===== config.mk =====
export PLATFORM = sky130hd
export DESIGN_NAME = cspmv_ctrl
export DESIGN_NICKNAME = d
export VERILOG_FILES = /design/src/rtl/coo_sparse_matrix_vector_multiply_assert.svh /design/src/rtl/cspmv_pkg.sv /design/src/rtl/cspmv_ctrl.sv
export SDC_FILE = /design/constraint.sdc
export NUM_CORES = 1
export LEC_CHECK = 0
export BUFFER_PORTS_ARGS = -buffer_cell sky130_fd_sc_hd__buf_2
export CAP_MARGIN = 15
export CORE_AREA = 2 2 39 41
export CTS_BUF_LIST = sky130_fd_sc_hd__clkbuf_4 sky130_fd_sc_hd__clkbuf_8
export DETAILED_ROUTE_END_ITERATION = 6
export DIE_AREA = 0 0 41 43
export SLEW_MARGIN = 0
export SYNTH_ARGS = -nofsm -noshare
export SYNTH_HDL_FRONTEND = slang
export SYNTH_SLANG_ARGS = --single-unit

===== constraint.sdc =====
create_clock -name clk -period 1.76 [get_ports clk]
set_input_delay 0.088 -clock clk [delete_from_list [all_inputs] [get_ports clk]]
set_output_delay 0.088 -clock clk [all_outputs]
set_load 0.02 [all_outputs]

===== src/rtl/coo_sparse_matrix_vector_multiply_assert.svh =====
// Assertion macros for the sparse matrix-vector block.
// Each macro expects clk and rst_n in the scope where it is used.
`ifndef COO_SPARSE_MATRIX_VECTOR_MULTIPLY_ASSERT_SVH
`define COO_SPARSE_MATRIX_VECTOR_MULTIPLY_ASSERT_SVH

// Same-cycle implication.
`define CSPMV_ASSERT_IMP(name, ante, cons) \
  name: assert property (@(posedge clk) disable iff (!rst_n) (ante) |-> (cons)) \
    else $error("cspmv assertion failed");

// Next-cycle implication.
`define CSPMV_ASSERT_NXT(name, ante, cons) \
  name: assert property (@(posedge clk) disable iff (!rst_n) (ante) |=> (cons)) \
    else $error("cspmv assertion failed");

`endif


===== src/rtl/cspmv_pkg.sv =====
package cspmv_pkg;

  localparam int VEC_DEPTH_DEF = 1024;

  localparam int CFG_IDX_W  = 2;
  localparam int CFG_DATA_W = 32;

  localparam logic [CFG_IDX_W-1:0] CFG_NUM_ROWS = 2'd0;
  localparam logic [CFG_IDX_W-1:0] CFG_NUM_COLS = 2'd1;
  localparam logic [CFG_IDX_W-1:0] CFG_SCALE    = 2'd2;

  localparam logic [10:0] NUM_ROWS_RST = 11'd1024;
  localparam logic [10:0] NUM_COLS_RST = 11'd1024;
  localparam logic [31:0] SCALE_RST    = 32'd1;

  typedef enum logic [2:0] {
    CMD_LOAD_X   = 3'd0,
    CMD_PRESET_Y = 3'd1,
    CMD_CLEAR_Y  = 3'd2,
    CMD_NONZERO  = 3'd3,
    CMD_READ_Y   = 3'd4
  } cmd_t;

  typedef struct packed {
    logic [2:0]         command;
    logic [9:0]         row_index;
    logic [9:0]         col_index;
    logic signed [31:0] value;
  } in_item_t;

  typedef struct packed {
    logic signed [31:0] row_value;
    logic [9:0]         row_echo;
    logic               index_error;
  } out_item_t;

  // Controller -> datapath commands.
  typedef struct packed {
    logic cap;       // capture accepted transaction
    logic x_wr;      // write vector entry
    logic y_preset;  // write result row from transaction value
    logic nz_issue;  // read x and y, first multiply
    logic nz_mul;    // second multiply
    logic nz_acc;    // accumulate and write back
    logic rd_issue;  // read result row
    logic out_hit;   // present row read from memory
    logic out_miss;  // present zero row, error set
    logic err_set;
    logic err_clr;
    logic clr_init;  // restart sweep counter
    logic clr_wr;    // sweep one row
  } cspmv_ctrl_t;

  // Datapath -> controller status.
  typedef struct packed {
    logic [2:0] command;
    logic       row_ok;
    logic       col_ok;
    logic       clr_last;
  } cspmv_stat_t;

endpackage


===== src/rtl/cspmv_ctrl.sv =====
module cspmv_ctrl import cspmv_pkg::*; (
  input  logic        clk,
  input  logic        rst_n,
  input  logic        start,
  output logic        busy,
  input  cspmv_stat_t stat,
  output cspmv_ctrl_t ctrl
);

  typedef enum logic [2:0] {
    S_IDLE,
    S_DECODE,
    S_NZ_MUL,
    S_NZ_ACC,
    S_RD_OUT,
    S_CLEAR
  } state_t;

  state_t state_r, state_nxt;

  always_ff @(posedge clk) begin
    if (!rst_n) begin
      state_r <= S_CLEAR;  // result valid bits swept after reset
    end else begin
      state_r <= state_nxt;
    end
  end

  assign busy = (state_r != S_IDLE);

  always_comb begin
    state_nxt = state_r;
    ctrl      = '0;
    case (state_r)
      S_IDLE: begin
        if (start) begin
          ctrl.cap  = 1'b1;
          state_nxt = S_DECODE;
        end
      end
      S_DECODE: begin
        state_nxt = S_IDLE;
        case (cmd_t'(stat.command))
          CMD_LOAD_X: begin
            if (stat.col_ok) ctrl.x_wr = 1'b1;
            else ctrl.err_set = 1'b1;
          end
          CMD_PRESET_Y: begin
            if (stat.row_ok) ctrl.y_preset = 1'b1;
            else ctrl.err_set = 1'b1;
          end
          CMD_CLEAR_Y: begin
            ctrl.err_clr  = 1'b1;
            ctrl.clr_init = 1'b1;
            state_nxt     = S_CLEAR;
          end
          CMD_NONZERO: begin
            if (stat.row_ok && stat.col_ok) begin
              ctrl.nz_issue = 1'b1;
              state_nxt     = S_NZ_MUL;
            end else begin
              ctrl.err_set = 1'b1;
            end
          end
          CMD_READ_Y: begin
            if (stat.row_ok) begin
              ctrl.rd_issue = 1'b1;
              state_nxt     = S_RD_OUT;
            end else begin
              ctrl.err_set  = 1'b1;
              ctrl.out_miss = 1'b1;
            end
          end
          default: begin
          end
        endcase
      end
      S_NZ_MUL: begin
        ctrl.nz_mul = 1'b1;
        state_nxt   = S_NZ_ACC;
      end
      S_NZ_ACC: begin
        ctrl.nz_acc = 1'b1;
        state_nxt   = S_IDLE;
      end
      S_RD_OUT: begin
        ctrl.out_hit = 1'b1;
        state_nxt    = S_IDLE;
      end
      S_CLEAR: begin
        ctrl.clr_wr = 1'b1;
        if (stat.clr_last) state_nxt = S_IDLE;
      end
      default: begin
        state_nxt = S_IDLE;
      end
    endcase
  end

endmodule


After elaboration in Yosys (flattened, before gate mapping):

Cells that the tools add are included.
Widths: inputs -> output; s select.

* eq/ne operators: 11
* multiplexer cells: 29
* reduce and logical (&&, ||, !) cells: 5

Operators with widths (number)
* $mux 1: 18
* $eq 3x2->1 const B: 4
* $mux 3: 4
* $pmux 3 s4: 1
* $eq 3x3->1 const B: 3
* $pmux 3 s3: 1
* $eq 3x1->1 const B: 2
* $logic_not 3->1: 2
* $mux 2: 3
* $mux 4: 1
* $ne 2x2->1 const B: 2
* $pmux 1 s4: 1
* $reduce_bool 3->1: 1
* $reduce_and 2->1: 1
* $logic_and 1x1->1: 1

* flip-flop bits (word level): 3
* bits of input ports: 9
* output and inout bits: 14

Depth between registers and ports, before layout:

Gate-level depths: netlist of run 1.

* word-level depth: 4
* depth in mapped cells: 3
* depth with buffers taken out: 3

Worst setup path after synthesis of run 1:

OpenSTA, ideal clock, no wires.

* path kind: flip-flop to output port
* start: register state_r[2]
* end: output port ctrl[11] (netlist bit)
* arrival time: 1244 ps
* path slack: 428 ps
* stages on the path, launching flop included: 4
* buffers on the path: 0
* path through: dfxtp_1 -> nor4b_4 -> inv_2 -> nor4b_2

RTL lines
* start, declared: line cspmv_ctrl.sv:19 `state_t state_r, state_nxt;`
* start signal, assigned: line cspmv_ctrl.sv:25 `state_r <= state_nxt;`
* end, declared: line cspmv_ctrl.sv:7 `output cspmv_ctrl_t ctrl`

==> reports/qor.txt, run 1 <==
Final Hold Vio Count -> 0
RSZ-0062 raised after global routing -> false
Cell with the most instances after synthesis -> nor2_1
Seq/Total Area, Yosys -> 19.0%
Total GRT Usage -> 10.1%
Worst hold margin -> 0.0735 ns
Total Wirelength -> 832 µm
Hold Path Class -> input pin to register
Skew final -> 0.000217 ns
Internal power -> 208 µW
Worst Tran Pin Value -> 0.296 ns
WL per Instance -> 10.4 µm
DRC viols -> 0
Sw Ratio -> 30.5%
Number of synthesized flops with an enable pin -> 0
Post-DP HPWL -> 665 µm
Max frequency -> 0.624 GHz
Hold-fix buffers, CTS -> 0
Share of cells above drive strength 1 -> 54.7%
Distinct cells, synth -> 26
Final worst-path cycle share -> 91.1%
CP Max Fanout -> 7
Die width -> 41 µm
GP Congestion -> 0.686
Diode count -> 0
Critical path endpoint category -> output pin
Yosys reg bits -> 3
Antenna Nets Post-Route -> 0
CTS tree -> yes
Power per cell area -> 638 nW/µm²
# IOs -> 23
Synth warn -> 0
Max_slew headroom -> 80.2%
Post-synth top area cell -> dfxtp_1
Syn Area/Cell -> 8.12 µm²
Wire length of the first global-routing pass -> 1.25 mm
Clock Sinks -> 3
Top post-synthesis cells by area -> dfxtp_1 (19%), nor4b_4 (7.5%), and3b_2 (6.3%), nor2_1 (4.7%), nor3b_1 (4.7%)
Critical path class -> register to output pin
Total grt overflow -> 0
# rows -> 14
DR iter-0 viols -> 4
Slew Limit Fails -> 0
Outcome -> finished, final reports clean
Max FFs per register -> 3
Commonest cells post-synth -> nor2_1 (4), dfxtp_1 (3)
Yosys top cell area share -> 19.0%
Die span in y -> 43 µm
Num CTS Buffers -> 3
Number of detailed-route iterations in the first pass -> 3
Initial core utilization -> 22.9%
Crit path DAT -> 1.52 ns
VDD IR max -> 0.228 mV
Leakage -> 0.000246 µW
Final setup violation count -> 0
Final Util -> 33.9%
# H-tree levels -> 1
Mapped Cells -> 39
Top FF cell, synth -> dfxtp_1
Largest net degree at the start of global routing -> 9
Post-synth ARST share -> 0%
Deepest clock path buffer count -> 2
Post-CTS setup buffers -> 0
Vias in the first global route -> 303
Post-Syn Nets -> 48
Crit start category -> register
Synthesized area -> 317 µm²
Comb power frac -> 25.4%
Layout area overhead -> 48.2%
Post-CTS Resized -> 0
Die area -> 1760 µm²
Switching power -> 91.3 µW
# Max-Cap Violations -> 0
Setup TNS -> 0 ns
Final min period -> 1.60 ns
Clock Latency Late Sink -> 0.24 ns
Reg power frac -> 27.0%
Clock slew at reported path FFs -> 0.04 ns
Root Buffer -> clkbuf_4
Total Nets Final -> 74
Vias/cell -> 4.65
Clock power frac -> 47.6%
Worst EP required -> 1.67 ns
IO buf count -> 22
Largest registers -> state_r (3)
Largest reg by FF count -> state_r
Initial antenna violation count -> 0
Core area -> 1380 µm²
Detailed-route via count -> 372
## layout by cell type (no fill, tap or decap)
| cell | instances |
|---|---|
| a21boi_1 | 1 |
| a21oi_1 | 2 |
| and2_1 | 1 |
| and2_2 | 1 |
| and3_2 | 1 |
| and3b_1 | 1 |
| and3b_2 | 2 |
| and4_1 | 1 |
| buf_2 | 22 |
| clkbuf_4 | 4 |
| dfxtp_1 | 3 |
| inv_1 | 2 |
| inv_2 | 1 |
| nand2_1 | 2 |
| nand2b_1 | 2 |
| nand3b_1 | 1 |
| nor2_1 | 4 |
| nor2b_1 | 2 |
| nor3b_1 | 2 |
| nor3b_2 | 1 |
| nor4_1 | 1 |
| nor4b_2 | 1 |
| nor4b_4 | 1 |
| o21a_1 | 1 |
| o21ai_0 | 2 |
| o31a_1 | 1 |
| or3_2 | 1 |
## power groups by stage
stage	Combinational, µW	Sequential (µW)	Clock (µW)
after floorplan	47.6	80.1	0
after global placement	76.6	81.3	0
after detailed placement	76.8	82.1	0
after CTS	77.1	80.8	150
after global routing	83.7	81.9	153
final	76.0	80.8	142
## cells by family (layout without fill, tap and decap cells)
family / Yosys count / in the layout / share of synthesized area (%)
flip-flops: 3 / 3 / 19.0
buffers and inverters: 4 / 29 / 5.93
AND/OR/NAND/NOR: 25 / 25 / 61.3
AO/OA/AOI/OAI: 7 / 7 / 13.8
## metrics by stage
stage / worst slack (ns) / total power (µW) / instances / area, µm²
2_1_floorplan: 0.428 / 128 / 39 / 317
3_3_place_gp: 0.421 / 158 / 76 / 439
3_5_place_dp: 0.395 / 159 / 76 / 439
4_1_cts: 0.134 / 308 / 80 / 469
5_1_grt: 0.0351 / 319 / 80 / 469
6_report: 0.157 / 299 / 80 / 469
## cell type report
type / count / area, µm²
Inverter: 3 / 11.3
Clock buffer: 4 / 30.0
Multi-Input combinational cell: 32 / 238
Tap cell: 16 / 20.0
Fill cell: 160 / 915
Timing Repair Buffer: 22 / 110
Sequential cell: 3 / 60.1
## worst paths after layout
path | start | endpoint | slack [ns] | depth (start not counted)
worst max register to register | state_r[1] | state_r[2] | 0.59 | 3
worst min-delay path | rst_n | state_r[1] | 0.07 | 2
worst min register to register | state_r[0] | state_r[0] | 0.68 | 3
worst max-delay path | state_r[2] | ctrl[11] | 0.16 | 4
## layer usage
metal / track usage, % / vias to the layer above / share of wire (%)
met1: 13.7 / 161 / 46
met5: 0 / - / 0
met2: 14.4 / 20 / 41
li1: - / 191 / -
met3: 6.28 / 0 / 13
met4: 0 / 0 / 0
## worst max-delay path: stages (launching register included)
cell and delay [ns]:
dfxtp_1 0.37, nor4b_4 0.37, inv_2 0.07, nor4b_2 0.26, buf_2 0.21
Power figures use the tool's default switching activity.
==> run 2, diff against run 1 <==
==> constraint.sdc (replaced) <==
create_clock -name clk -period 1.5 [get_ports clk]
set_input_delay 0.075 -clock clk [delete_from_list [all_inputs] [get_ports clk]]
set_output_delay 0.075 -clock clk [all_outputs]
set_load 0.02 [all_outputs]
==> reports/qor.txt, run 2 (synthesis results as in run 1) <==
Outcome -> finished, final reports clean (unchanged)
Sw Ratio -> 29.4% (was 30.5%)
Internal power -> 247 µW (was 208 µW)
Antenna Nets Post-Route -> 0 (unchanged)
Largest net degree at the start of global routing -> 9 (unchanged)
Largest registers -> state_r (3) (unchanged)
DR iter-0 viols -> 0 (was 4)
Final worst-path cycle share -> 97.0%
Post-DP HPWL -> 708 µm (was 665 µm)
Worst Tran Pin Value -> 0.258 ns (was 0.296 ns)
WL per Instance -> 10.3 µm (was 10.4 µm)
Largest reg by FF count -> state_r (unchanged)
Hold Path Class -> input pin to register (unchanged)
Detailed-route via count -> 380 (was 372)
Max_slew headroom -> 82.8% (was 80.2%)
Critical path class -> register to output pin (unchanged)
Filler cells -> 159 (was 160)
Crit path DAT -> 1.38 ns (was 1.52 ns)
Slew Limit Fails -> 0 (unchanged)
Share of cells above drive strength 1 -> 64.2% (was 54.7%)
# rows -> 14 (unchanged)
Vias in the first global route -> 323 (was 303)
Max FFs per register -> 3 (unchanged)
Vias/cell -> 4.58 (was 4.65)
Skew final -> 0.00118 ns (was 0.000217 ns)
Layout area overhead -> 66.0% (was 48.2%)
Worst Slack Setup Final -> 0.0456 ns (was 0.157 ns)
Final setup violation count -> 0 (unchanged)
Comb power frac -> 27.8% (was 25.4%)
Root Buffer -> clkbuf_4 (unchanged)
Clock power frac -> 45.4% (was 47.6%)
VDD IR max -> 0.284 mV (was 0.228 mV)
Initial core utilization -> 22.9% (unchanged)
Clock slew at reported path FFs -> 0.03 ns (was 0.04 ns)
Num CTS Buffers -> 3 (unchanged)
Worst EP required -> 1.42 ns (was 1.67 ns)
Final Hold Vio Count -> 0 (unchanged)
Reg power frac -> 26.8% (was 27.0%)
Max frequency -> 0.688 GHz
IO buf count -> 22 (unchanged)
Commonest non-fill, non-tap cell in the layout -> buf_2 (unchanged)
GP Congestion -> 0.686 (about the same)
Clock Latency Late Sink -> 0.23 ns (was 0.24 ns)
Total GRT Usage -> 11.0% (was 10.1%)
Total grt overflow -> 0 (unchanged)
CTS tree -> yes (unchanged)
Crit start category -> register (unchanged)
Critical path endpoint category -> output pin (unchanged)
Diode count -> 0 (unchanged)
Die span in y -> 43 µm (unchanged)
Final min period -> 1.45 ns
Leakage -> 0.000269 µW (was 0.000246 µW)
Die width -> 41 µm (unchanged)
RSZ-0062 raised after global routing -> true (was false)
DRC viols -> 0 (unchanged)
Number of detailed-route iterations in the first pass -> 1 (was 3)
Wire length of the first global-routing pass -> 1.29 mm (was 1.25 mm)
# IOs -> 23 (unchanged)
Power per cell area -> 666 nW/µm² (was 638 nW/µm²)
Total Wirelength -> 856 µm (was 832 µm)
Core area -> 1380 µm² (unchanged)
Place WS -> 0.148 ns (was 0.395 ns)
Power Total -> 350 µW (was 299 µW)
# Max-Cap Violations -> 0 (unchanged)
Total Nets Final -> 77 (was 74)
Clock Sinks -> 3 (unchanged)
Most frequent cells in the layout -> buf_2 (20), clkbuf_4 (4), buf_4 (4) (was buf_2 (22), nor2_1 (4), clkbuf_4 (4))
# H-tree levels -> 1 (unchanged)
Initial antenna violation count -> 0 (unchanged)
Deepest clock path buffer count -> 2 (unchanged)
CP Max Fanout -> 5 (was 7)
Die area -> 1760 µm² (unchanged)
Switching power -> 103 µW (was 91.3 µW)
## run 2: changes by cell type in the layout (fill, tap and decap cells not counted), sizes merged
cell and delta:
buf +3
## run 2: timing repair
item / CTS / global route
hold buffers: 0 / 0
pin swaps: 1 / 1
setup endpoints to repair: 1 / 4
buffers inserted: 1 / 2
hold endpoints to repair: 0 / 0
resized for setup: 2 / 9
## run 2: path summary, 6_finish.rpt
check	start	to	slack [ns]	cells after the start
max	state_r[1]	ctrl[9]	0.05	4
min reg2reg	state_r[0]	state_r[0]	0.60	3
min	rst_n	state_r[1]	0.07	2
max reg2reg	state_r[1]	state_r[1]	0.34	4
## run 2: worst max-delay path: stages (launching register included)
cell and delay, ns:
dfxtp_4 0.35, buf_4 0.14, nor3b_2 0.23, and4_1 0.26, buf_2 0.17
## run 2: power by group through the flow
| stage | Sequential (µW) | Combinational, µW | Clock (µW) |
|---|---|---|---|
| 3_3_place_gp | 95.3 | 89.8 | 0 |
| 6_report | 93.7 | 97.3 | 159 |
| 2_1_floorplan | 94.0 | 55.8 | 0 |
| 4_1_cts | 95.2 | 92.6 | 168 |
| 5_1_grt | 95.1 | 106 | 173 |
| 3_5_place_dp | 96.2 | 90.4 | 0 |
## run 2: per-layer routing
| layer | vias up | global-route usage [%] | part of all wire [%] |
|---|---|---|---|
| met5 | - | 0 | 0 |
| met4 | 0 | 4.00 | 0 |
| met3 | 0 | 6.81 | 14 |
| li1 | 195 | - | - |
| met2 | 20 | 15.9 | 45 |
| met1 | 165 | 12.8 | 40 |
## run 2: through the flow
step	hold WS (ns)	instance area [µm²]	util [%]	std cells	TNS [ns]
after floorplan	0.193	317	-	39	0
after global placement	0.305	439	31.7	76	0
after detailed placement	0.307	439	31.7	76	0
after CTS	0.0603	479	34.6	81	-0.00672
after global routing	0.0777	526	38.0	83	-0.0716
final	0.0701	526	38.0	83	0
## run 2: area by class of cell
cell class / instances / area (µm²) / share of cell area (%)
Timing Repair Buffer: 25 / 141 / 26.9
Multi-Input combinational cell: 32 / 256 / 48.8
Inverter: 3 / 11.3 / 2.14
Tap cell: 16 / 20.0 / 3.81
Sequential cell: 3 / 66.3 / 12.6
Clock buffer: 4 / 30.0 / 5.71
